[config.mk]
export PLATFORM = sky130hd
export DESIGN_NAME = joystick_event_decoder_top
export DESIGN_NICKNAME = d
export VERILOG_FILES = /design/src/hdl/jed_pkg.sv /design/src/hdl/joystick_event_decoder_top.sv /design/src/hdl/jed_core.sv
export SDC_FILE = /design/constraint.sdc
export NUM_CORES = 1
export LEC_CHECK = 0
export ABC_AREA = 1
export BUFFER_PORTS_ARGS = -buffer_cell sky130_fd_sc_hd__buf_2
export CAP_MARGIN = 20
export CORE_MARGIN = 2
export CORE_UTILIZATION = 45
export DETAILED_ROUTE_END_ITERATION = 16
export HOLD_SLACK_MARGIN = 0.1
export SLEW_MARGIN = 40
export SYNTH_ARGS = -nofsm -noshare
export SYNTH_HDL_FRONTEND = slang
export SYNTH_HIERARCHICAL = 1
export SYNTH_SLANG_ARGS = --single-unit
[constraint.sdc]
create_clock -name clk -period 12.4 [get_ports clk]
set_clock_uncertainty 0.05 [all_clocks]
set_input_delay 1.24 -clock clk [delete_from_list [all_inputs] [get_ports clk]]
set_output_delay 1.24 -clock clk [all_outputs]
set_load 0.1 [all_outputs]
[src/hdl/jed_pkg.sv]
// shared types and constants of the joystick event decoder
package jed_pkg;

  // event codes carried on the result stream
  typedef enum logic [2:0] {
    EV_NONE  = 3'd0,
    EV_UP    = 3'd1,
    EV_DOWN  = 3'd2,
    EV_LEFT  = 3'd3,
    EV_RIGHT = 3'd4,
    EV_SHORT = 3'd5,
    EV_LONG  = 3'd6
  } jed_event_t;

  localparam int CENTER_W = 12;
  localparam int DZ_W     = 12;
  localparam int MS_W     = 16;
  localparam int TIME_W   = 32;
  localparam int CFG_IDX_W = 3;
  localparam int CFG_DATA_W = 16;
  localparam int EVENT_W  = 3;

  // register indexes on the config port
  localparam logic [CFG_IDX_W-1:0] CFG_CENTER   = 3'd0;
  localparam logic [CFG_IDX_W-1:0] CFG_DEADZONE = 3'd1;
  localparam logic [CFG_IDX_W-1:0] CFG_REPEAT   = 3'd2;
  localparam logic [CFG_IDX_W-1:0] CFG_DEBOUNCE = 3'd3;
  localparam logic [CFG_IDX_W-1:0] CFG_LONG     = 3'd4;

  // register reset values
  localparam logic [CENTER_W-1:0] CENTER_RST   = 12'd1800;
  localparam logic [DZ_W-1:0]     DEADZONE_RST = 12'd300;
  localparam logic [MS_W-1:0]     REPEAT_RST   = 16'd250;
  localparam logic [MS_W-1:0]     DEBOUNCE_RST = 16'd30;
  localparam logic [MS_W-1:0]     LONG_RST     = 16'd500;

  typedef struct packed {
    logic [CENTER_W-1:0] center_level;
    logic [DZ_W-1:0]     deadzone;
    logic [MS_W-1:0]     repeat_ms;
    logic [MS_W-1:0]     debounce_ms;
    logic [MS_W-1:0]     long_press_ms;
  } jed_cfg_t;

endpackage

[src/hdl/joystick_event_decoder_top.sv]
// joystick event decoder top level: input stage, config registers, result register
//
//  channel | direction | handshake            | payload
//  in_     | slave     | in_tvalid/in_tready  | vertical, horizontal, button, time
//  out_    | master    | out_tvalid/out_tready| event_code
//  cfg_    | slave     | cfg_valid/cfg_ready  | cfg_index, cfg_data
//
// one poll per cycle sustained while out_tready is high; a poll reaches out_ through
// the input register, then decode into the result register
// synchronous active-low reset puts the registers at their defaults and empties both stages
// out_tready low holds the result; the input stage still takes one more beat, then in_tready drops
// cfg_ready is always high
module joystick_event_decoder_top import jed_pkg::*; #(
  parameter int SAMPLE_BITS = 12
) (
  input  logic                         clk,
  input  logic                         rst_n,
  input  logic                         in_tvalid,
  output logic                         in_tready,
  // vertical_sample, horizontal_sample, button_level, time_ms, zero pad
  input  logic [((2*SAMPLE_BITS+1+TIME_W+7)/8)*8-1:0] in_tdata,
  output logic                         out_tvalid,
  input  logic                         out_tready,
  // event_code, zero pad
  output logic [7:0]                   out_tdata,
  input  logic                         cfg_valid,
  output logic                         cfg_ready,
  input  logic [CFG_IDX_W-1:0]         cfg_index,
  input  logic [CFG_DATA_W-1:0]        cfg_data
);

  localparam int IN_W = ((2*SAMPLE_BITS+1+TIME_W+7)/8)*8;
  localparam int H_LO = SAMPLE_BITS;
  localparam int B_LO = 2*SAMPLE_BITS;
  localparam int T_LO = 2*SAMPLE_BITS + 1;

  jed_cfg_t         cfg_r;
  logic             s1_valid_r;
  logic [IN_W-1:0]  s1_data_r;
  logic             out_valid_r;
  jed_event_t       out_code_r;
  jed_event_t       core_code;
  logic             s1_adv, fire;

  assign cfg_ready = 1'b1;

  always_ff @(posedge clk) begin
    if (!rst_n) begin
      cfg_r.center_level  <= CENTER_RST;
      cfg_r.deadzone      <= DEADZONE_RST;
      cfg_r.repeat_ms     <= REPEAT_RST;
      cfg_r.debounce_ms   <= DEBOUNCE_RST;
      cfg_r.long_press_ms <= LONG_RST;
    end else if (cfg_valid) begin
      unique case (cfg_index)
        CFG_CENTER:   cfg_r.center_level  <= cfg_data[CENTER_W-1:0];
        CFG_DEADZONE: cfg_r.deadzone      <= cfg_data[DZ_W-1:0];
        CFG_REPEAT:   cfg_r.repeat_ms     <= cfg_data[MS_W-1:0];
        CFG_DEBOUNCE: cfg_r.debounce_ms   <= cfg_data[MS_W-1:0];
        CFG_LONG:     cfg_r.long_press_ms <= cfg_data[MS_W-1:0];
        default: ;
      endcase
    end
  end

  // input stage moves on when the result register is free or draining
  assign s1_adv    = !out_valid_r || out_tready;
  assign fire      = s1_valid_r && s1_adv;
  assign in_tready = !s1_valid_r || s1_adv;

  always_ff @(posedge clk) begin
    if (!rst_n) begin
      s1_valid_r <= 1'b0;
    end else if (in_tready) begin
      s1_valid_r <= in_tvalid;
    end
  end

  always_ff @(posedge clk) begin
    if (in_tready && in_tvalid) begin
      s1_data_r <= in_tdata;
    end
  end

  jed_core #(
    .SAMPLE_BITS(SAMPLE_BITS)
  ) u_core (
    .clk              (clk),
    .rst_n            (rst_n),
    .fire             (fire),
    .vertical_sample  (s1_data_r[SAMPLE_BITS-1:0]),
    .horizontal_sample(s1_data_r[H_LO +: SAMPLE_BITS]),
    .button_level     (s1_data_r[B_LO]),
    .time_ms          (s1_data_r[T_LO +: TIME_W]),
    .cfg              (cfg_r),
    .event_code       (core_code)
  );

  always_ff @(posedge clk) begin
    if (!rst_n) begin
      out_valid_r <= 1'b0;
    end else if (s1_adv) begin
      out_valid_r <= s1_valid_r;
    end
  end

  always_ff @(posedge clk) begin
    if (fire) begin
      out_code_r <= core_code;
    end
  end

  assign out_tvalid = out_valid_r;
  assign out_tdata  = {{(8-EVENT_W){1'b0}}, out_code_r};

  // a decoded beat always lands in the result register
  a_fire_fills_out: assert property (@(posedge clk) disable iff (!rst_n)
    fire |=> out_valid_r)
    else $error("decoded beat did not reach the result register");

  // a held input stage keeps its beat while the result is stalled
  a_s1_holds: assert property (@(posedge clk) disable iff (!rst_n)
    s1_valid_r && !s1_adv |=> s1_valid_r && $stable(s1_data_r))
    else $error("input stage lost or changed a stalled beat");

  // only defined event codes leave the block
  a_code_range: assert property (@(posedge clk) disable iff (!rst_n)
    out_valid_r |-> out_code_r <= EV_LONG)
    else $error("undefined event code on the result");

endmodule

[src/hdl/jed_core.sv]
// direction decode, repeat timing, button debounce and press classification
module jed_core import jed_pkg::*; #(
  parameter int SAMPLE_BITS = 12
) (
  input  logic                   clk,
  input  logic                   rst_n,
  input  logic                   fire,
  input  logic [SAMPLE_BITS-1:0] vertical_sample,
  input  logic [SAMPLE_BITS-1:0] horizontal_sample,
  input  logic                   button_level,
  input  logic [TIME_W-1:0]      time_ms,
  input  jed_cfg_t               cfg,
  output jed_event_t             event_code
);

  localparam int OFS_W = ((SAMPLE_BITS > CENTER_W) ? SAMPLE_BITS : CENTER_W) + 2;

  jed_event_t        prev_dir_r, prev_dir_nxt;
  logic [TIME_W-1:0] dir_start_r, dir_start_nxt;
  logic              stable_r, stable_nxt;
  logic              prev_raw_r, prev_raw_nxt;
  logic [TIME_W-1:0] raw_chg_r, raw_chg_nxt;
  logic [TIME_W-1:0] press_start_r, press_start_nxt;
  logic              long_rep_r, long_rep_nxt;

  logic signed [OFS_W-1:0] dv, dh, mag_v, mag_h, dz;
  jed_event_t        dir;
  logic              dir_changed, repeat_hit, debounce_hit, long_hit;
  logic [TIME_W-1:0] raw_chg_eff;

  assign dv    = $signed(OFS_W'(vertical_sample)) - $signed(OFS_W'(cfg.center_level));
  assign dh    = $signed(OFS_W'(horizontal_sample)) - $signed(OFS_W'(cfg.center_level));
  assign mag_v = dv[OFS_W-1] ? -dv : dv;
  assign mag_h = dh[OFS_W-1] ? -dh : dh;
  assign dz    = $signed(OFS_W'(cfg.deadzone));

  // vertical axis wins a tie
  always_comb begin
    dir = EV_NONE;
    if (mag_h > mag_v) begin
      if (dh > dz) dir = EV_RIGHT;
      else if (dh < -dz) dir = EV_LEFT;
    end else begin
      if (dv > dz) dir = EV_DOWN;
      else if (dv < -dz) dir = EV_UP;
    end
  end

  assign dir_changed = (dir != prev_dir_r);
  assign repeat_hit  = !dir_changed && (dir != EV_NONE) &&
                       ((time_ms - dir_start_r) > TIME_W'(cfg.repeat_ms));
  assign raw_chg_eff = (button_level != prev_raw_r) ? time_ms : raw_chg_r;
  assign debounce_hit = ((time_ms - raw_chg_eff) > TIME_W'(cfg.debounce_ms)) &&
                        (button_level != stable_r);
  assign long_hit     = !stable_r && !long_rep_r &&
                        ((time_ms - press_start_r) > TIME_W'(cfg.long_press_ms));

  always_comb begin
    prev_dir_nxt    = prev_dir_r;
    dir_start_nxt   = dir_start_r;
    stable_nxt      = stable_r;
    prev_raw_nxt    = prev_raw_r;
    raw_chg_nxt     = raw_chg_r;
    press_start_nxt = press_start_r;
    long_rep_nxt    = long_rep_r;
    event_code      = EV_NONE;
    if (dir_changed) begin
      prev_dir_nxt  = dir;
      dir_start_nxt = time_ms;
    end
    priority if (dir_changed && dir != EV_NONE) begin
      event_code = dir;
    end else if (repeat_hit) begin
      dir_start_nxt = time_ms;
      event_code    = dir;
    end else begin
      // button path runs only when no direction is reported
      prev_raw_nxt = button_level;
      raw_chg_nxt  = raw_chg_eff;
      if (debounce_hit) begin
        stable_nxt = button_level;
        if (!button_level) begin
          press_start_nxt = time_ms;
          long_rep_nxt    = 1'b0;
        end else if (!long_rep_r) begin
          event_code = EV_SHORT;
        end
      end else if (long_hit) begin
        long_rep_nxt = 1'b1;
        event_code   = EV_LONG;
      end
    end
  end

  always_ff @(posedge clk) begin
    if (!rst_n) begin
      prev_dir_r    <= EV_NONE;
      dir_start_r   <= '0;
      stable_r      <= 1'b1;
      prev_raw_r    <= 1'b1;
      raw_chg_r     <= '0;
      press_start_r <= '0;
      long_rep_r    <= 1'b0;
    end else if (fire) begin
      prev_dir_r    <= prev_dir_nxt;
      dir_start_r   <= dir_start_nxt;
      stable_r      <= stable_nxt;
      prev_raw_r    <= prev_raw_nxt;
      raw_chg_r     <= raw_chg_nxt;
      press_start_r <= press_start_nxt;
      long_rep_r    <= long_rep_nxt;
    end
  end

endmodule

# Word level (Yosys, flattened, before mapping)
# Cells that the tools add are included.
dict set report word_totals {
  output_inout_bits 11
  inputBits 88
  latch_bits 0
  ramBits 0
  reg_bits 236
  wordCells 91
  n_memories 0
  rom_bits 0
}
dict set report op_classes {
  n_eq_ne 8
  n_shift 0
  addsub 8
  muxes 20
  div 0
  bitwise_logic 3
  n_mul 0
  n_lt_le_gt_ge 8
  n_reduce_logical 28
}
# cell n
set op_table {}
lappend op_table {{$mux W32} 4}
lappend op_table {{$gt A32 B16 Y1} 3}
lappend op_table {{$sub A32 B32 Y32} 3}
lappend op_table {{$gt A14 B13 Y1} 2}
lappend op_table {{$lt A14 B14 Y1} 2}
lappend op_table {{$mux W14} 2}
lappend op_table {{$neg A14 Y14} 2}
lappend op_table {{$mux W3} 9}
lappend op_table {{$sub A12 B12 Y13} 2}
lappend op_table {{$gt A14 B14 Y1} 1}
lappend op_table {{$neg A12 Y14} 1}
lappend op_table {{$reduce_and A2 Y1} 6}
lappend op_table {{$reduce_and A5 Y1} 2}
lappend op_table {{$logic_and A1 B1 Y1} 8}
lappend op_table {{$eq A3 B2 Y1 const B} 2}
lappend op_table {{$logic_not A1 Y1} 5}
lappend op_table {{$mux W1} 4}
lappend op_table {{$reduce_and A4 Y1} 1}
lappend op_table {{$eq A3 B1 Y1 const B} 1}
lappend op_table {{$eq A3 B3 Y1 const B} 1}
lappend op_table {{$logic_not A3 Y1} 1}
lappend op_table {{$ne A3 B3 Y1} 1}
lappend op_table {{$not A1 Y1} 3}
lappend op_table {{$reduce_and A3 Y1} 1}
lappend op_table {{6 further kinds} 8}

# Depth between registers and ports, before layout
dict set report logic_depth {
  ltp_word 11
  mapped_depth 41
  mapped_depth_nobuf 39
}

# By module
# Netlist, hierarchy kept.
# mod seq_area_each_um2 cells_per_inst area_each_um2 instances
set by_module_without_submodules {}
lappend by_module_without_submodules {jed_core 2042.0 2821 16029.1 1}
lappend by_module_without_submodules {joystick_event_decoder_top 3283.1 479 4797.1 1}

# Worst setup path before layout
# No wires, ideal clock.
dict set report synth_timing {
  kind {register -> register}
  from {reg s1_data_r[12]}
  to {reg u_core.raw_chg_r[23]}
  arrival_ns 4.606
  period_less_slack_ns 4.727
  path_stages_with_launch 40
  t_required_ns 12.280
  n_path_buf 3
  slack_ns 7.673
  setup_ns 0.070
  path_cell_list {edfxtp_1 -> inv_1 -> ha_1 -> fa_1 -> nand3b_1 -> nand2_1 -> nand2_1 -> and2_1 -> clkbuf_1 -> nor3_1 -> nand2_1 -> nor2_1 -> inv_1 -> nor3_1 -> or2_2 -> xor2_1 -> inv_1 -> ha_1 -> (+4 left out) -> a21oi_1 -> nand2_1 -> nand2_1 -> nand2_1 -> nand2_1 -> nor2_1 -> nand2_1 -> nand2_1 -> nand2_1 -> nand2_1 -> nor2_4 -> nand2_2 -> nand2_4 -> nand2_2 -> buf_6 -> buf_6 -> or2_0 -> a21oi_1}
}
dict set report synth_between {
  elab_chain_len 11
  elab_cells_between_ends 18
  cone_classes {2 x add/sub; 3 x order compare; 1 x eq/ne; 4 x mux; 2 x bitwise; 6 x reduce/logical}
}
# element line_no
set synth_rtl {}
lappend synth_rtl {{from (decl)} joystick_event_decoder_top.sv:39} ;# logic [IN_W-1:0] s1_data_r;
lappend synth_rtl {{from (signal assigned)} joystick_event_decoder_top.sv:81} ;# s1_data_r <= in_tdata;
lappend synth_rtl {{$sub A12 B12 Y13 *} jed_core.sv:32} ;# assign dh = $signed(OFS_W'(horizontal_sample)) - $signed(OFS_W'(cfg.center_level));
lappend synth_rtl {{$neg A14 Y14 or $lt A14 B14 Y1 (tied branches)} {jed_core.sv:34, jed_core.sv:42}}
lappend synth_rtl {{$mux W14 or $mux W2 (tied branches)} {jed_core.sv:34, jed_core.sv:42}}
lappend synth_rtl {{$gt A14 B14 Y1 or $mux W3 (tied branches)} {jed_core.sv:40, jed_core.sv:41}}
lappend synth_rtl {{$mux W3 *} jed_core.sv:40} ;# if (mag_h > mag_v) begin
lappend synth_rtl {{$ne A3 B3 Y1} jed_core.sv:49} ;# assign dir_changed = (dir != prev_dir_r);
lappend synth_rtl {{$logic_not A1 Y1} jed_core.sv:50} ;# assign repeat_hit = !dir_changed && (dir != EV_NONE) &&
lappend synth_rtl {{$logic_and A1 B1 Y1 (2 in series)} jed_core.sv:50}
lappend synth_rtl {{$not A1 Y1 (no source line)} n/a}
lappend synth_rtl {{$reduce_and A3 Y1 (no source line) *} n/a}
lappend synth_rtl {{to (signal assigned)} jed_core.sv:109} ;# raw_chg_r <= raw_chg_nxt;
lappend synth_rtl {{to (decl)} jed_core.sv:22} ;# logic [TIME_W-1:0] raw_chg_r, raw_chg_nxt;
# Every way passes the cells marked *; elsewhere a longest branch is shown, timed or not.
# A chain may end at the register's enable or synchronous reset.

# Worst setup path after layout
dict set report layout_timing {
  from {reg s1_data_r[24]}
  to {reg u_core.press_start_r[7]}
}
dict set report layout_between {
  elab_chain_len 6
  elab_cells_between_ends 8
  cone_classes {1 x add/sub; 1 x order compare; 2 x eq/ne; 1 x mux; 1 x bitwise; 2 x reduce/logical}
}
# element line_no
set layout_rtl {}
lappend layout_rtl {{$ne A1 B1 Y1} jed_core.sv:52} ;# assign raw_chg_eff = (button_level != prev_raw_r) ? time_ms : raw_chg_r;
lappend layout_rtl {{$mux W32} jed_core.sv:52}
lappend layout_rtl {{net u_core.raw_chg_eff[0]} jed_core.sv:29} ;# logic [TIME_W-1:0] raw_chg_eff;
lappend layout_rtl {{$sub A32 B32 Y32} jed_core.sv:53} ;# assign debounce_hit = ((time_ms - raw_chg_eff) > TIME_W'(cfg.debounce_ms)) &&
lappend layout_rtl {{$gt A32 B16 Y1} jed_core.sv:53}
lappend layout_rtl {{$logic_and A1 B1 Y1} jed_core.sv:53}
lappend layout_rtl {{$reduce_and A5 Y1 (no source line)} n/a}
lappend layout_rtl {{to (signal assigned)} jed_core.sv:110} ;# press_start_r <= press_start_nxt;
lappend layout_rtl {{to (decl)} jed_core.sv:23} ;# logic [TIME_W-1:0] press_start_r, press_start_nxt;
# The timed path passes the listed nets, and every way through them passes these cells.

==> reports/qor.yml <==
sta:
  slew_viol_final: 0
  rsz0062_at_grt: "no"
  setup_viol: 0
  max_slew.worst_pin.slew_ns: 0.804
  period_share_pct: 49.7
  timing.fmax_mhz: 162
  min_period_ns: 6.16
  fin_setup_tns_ns: 0
  timing.final.hold_violations: 0
  max-slew-margin-rel_pct: 46.4
  fin_ws_ns: 6.24
clock_network:
  cts_tree: "yes"
  cts_root_buf: "clkbuf_16"
  clock-sinks: 236
  insertion_delay_ns: 0.58
  clockBufferDepth: 3
  cts_resized: 0
  clk_pin_slew_worst_paths_ns: 0.06
  numCtsBuffers: 30
  h-tree-depth: 1
  post_cts_buffers: 0
  postCtsHoldBufs: 0
setup_path:
  crit_top_cell: "nand2_1"
  cp.required_ns: 12.82
  cp-start-kind: "flip-flop"
  worstPathArrival_ns: 6.58
  criticalPathCategory: "flip-flop to flip-flop"
  slowest_stage: "edfxtp_1"
  critPathTopFamily: "simple AND/OR/NAND/NOR gates"
  crit-reg2reg-launch: "s1_data_r[24]"
  r2r-end: "u_core/press_start_r[7]"
  slowest_delay_ns: 0.58
  cp_max_fo: 65
  worst_setup_path_end_kind: "flip-flop"
  worst_r2r_path_depth: 30
  rrSetupSlack_ns: 6.24
  crit_buf_inv: 6
global_routing:
  overflow: 0
  grt_pass1_vias: 19489
  antenna_found_initial: 0
  grt_max_degree: 83
  grt_usage_pct: 26.5
  grt_pass1_wl_mm: 101
power:
  p_leak_nw: 11.8
  p_total_w: 0.00334
  p_per_area_nw_per_um2: 146
  ir_drop_mv: 0.114
layout:
  drive_above_1_share_pct: 6.14
  seqCellArea_um2: 5330
  nets: 3689
  fillers: 4716
  antennaDiodeCount: 0
  final_cells: 3989
  syn2layout_area_growth_pct: 9.70
  multi_input_area_um2: 13000
placed_design:
  hpwlAfterDp_mm: 52.5
  gp_congestion: 0.963
  dp_slack_ns: 6.25
  dp.cells: 3932
  portBuffers: 85
floorplan:
  io_pins: 99
  core_um2: 45600
  rows: 78
  die-area_um2: 48000
  die_y_um: 219
  initial_core_util_pct: 45.7
  die_w_um: 219
logic_synthesis:
  synth.cell_area_um2: 20800
  yosysWarnings: 6
  synth_cell_types: 51
  yosysSeqAreaShare_pct: 25.6
  synth-main-ff-cell: "dfxtp_1"
  synth_edf_count: 60
  synthArstFlopShare_pct: 0
  ys_ff_latch: 236
  syn_avg_cell_area_um2: 6.31
  syn_inst: 3300
detailed_routing:
  via_count: 20241
  drt-total-wl_mm: 63.4
  dr.pass1.iters: 6
  wl_per_cell_um: 15.9
  drt_iter0_markers: 1401
  viasPerCell: 5.07
  drc: 0
  ant_nets: 0
worst_hold_path:
  hold_start: "u_core/raw_chg_r[19]"
  min_to: "u_core/raw_chg_r[19]"
  hold_path_class: "flip-flop to flip-flop"
  holdPathStages: 2
run:
  maxCapViolCount: 0
run_status:
  status: "complete, no violations"
## final cells by class
class                   count  area share [%]
well taps                 600            3.29
repair buffers             94            2.25
multi-input cells        2432            57.1
flip-flops and latches    236            23.3
clock buffers              42            3.90
clock inverters            14           0.794
inverters                 571            9.38
## per-stage QoR
stage | instance area [um^2] | util, % | hold WS [ns]
after global routing | 22800 | 50.1 | 0.423
after detailed placement | 21800 | 47.7 | 0.402
after floorplan | 20800 | - | 0.375
after global placement | 21700 | 47.7 | 0.384
final | 22800 | 50.1 | 0.408
after CTS | 22800 | 50.1 | 0.411
## state kept, by name, indices dropped and copies added, names as in the netlist
register / cells
u_core/dir_start_r: 32
u_core/raw_chg_r: 32
s1_data_r: 57
s1_valid_r: 1
cfg_r: 72
u_core/prev_raw_r: 1
u_core/press_start_r: 32
u_core/stable_r: 1
out_code_r: 3
u_core/long_rep_r: 1
u_core/prev_dir_r: 3
out_tvalid: 1
## metal layers
metal	up-vias	GRT usage, %	routed length [um]
met5	-	0	0
met4	0	8.20	2040
met3	95	2.76	2900
met2	432	47.1	30000
met1	9236	33.6	28500
li1	10478	-	-
## power breakdown
group	internal [W]	leakage [nW]	switching [W]
logic	0.000504	9.25	0.00101
clock network	0.000583	0.529	0.000347
registers	0.000856	2.02	0.0000426
## cell usage after synthesis, types with 7 or more instances
cell type  instances  area, um^2
nor3_1            26         130
o21bai_1          21         158
or2_0             26         163
inv_2              8        30.0
nand2_2           12        75.1
ha_1             231        2890
nor4_1             7        43.8
nand3b_1          15         113
nand4_1           34         213
dfxtp_1          176        3520
o21ai_1            7        35.0
buf_2             16        80.1
nor2_1           363        1360
nor2_2             9        56.3
nand2_1         1028        3860
o211ai_1           7        52.6
o21ai_0          115         576
xor2_1            84         736
edfxtp_1          60        1800
buf_6              8        90.1
a21oi_1          182         911
buf_4             12        90.1
clkbuf_1          21        78.8
xnor2_1           13         114
nor2_4             7        78.8
inv_1            562        2110
nand3_1          187         936
## worst max-delay path by stage
| stage | start | endpoint | depth (start not counted) |
|---|---|---|---|
| finish | s1_data_r[24] | u_core/press_start_r[7] | 30 |
| global route | s1_data_r[0] | u_core/press_start_r[7] | 34 |
| CTS | s1_data_r[24] | u_core/press_start_r[7] | 30 |
| detailed placement | s1_data_r[24] | u_core/press_start_r[7] | 30 |
| global placement | s1_data_r[24] | u_core/press_start_r[2] | 29 |
| floorplan | s1_data_r[12] | u_core/raw_chg_r[23] | 39 |
## cell families after synthesis
group                    after synthesis  synth area share, %
AO/OA/AOI/OAI                        355                 9.28
AND/OR/NAND/NOR                     1736                 34.6
flip-flops                           236                 25.6
buffers and inverters                636                 12.1
other                                  4               0.0721
adder cells (fa/ha/maj)              236                 14.4
XOR/XNOR                              97                 4.08
## placed cells by master, fill, tap and decap left out, types with 12 or more instances in the layout
master and instances:
nand2_1 1028, nand4_1 34, nand2_2 12, or2_0 26, nor3_1 26, ha_1 231, nand3b_1 15, a21oi_1 182
o21ai_0 115, clkbuf_16 32, dfxtp_1 176, inv_1 561, o21bai_1 21, nand3_1 187, edfxtp_1 60, buf_2 84
nor2_1 363, xor2_1 83, xnor2_1 13
## tightest hold or removal path, delay by kind of cell (launching register included)
kind / cells / cell delay [ns]
compound gates: 1 / 0.05
flops: 1 / 0.30
simple gates: 1 / 0.06
Power figures use the tool's default switching activity.
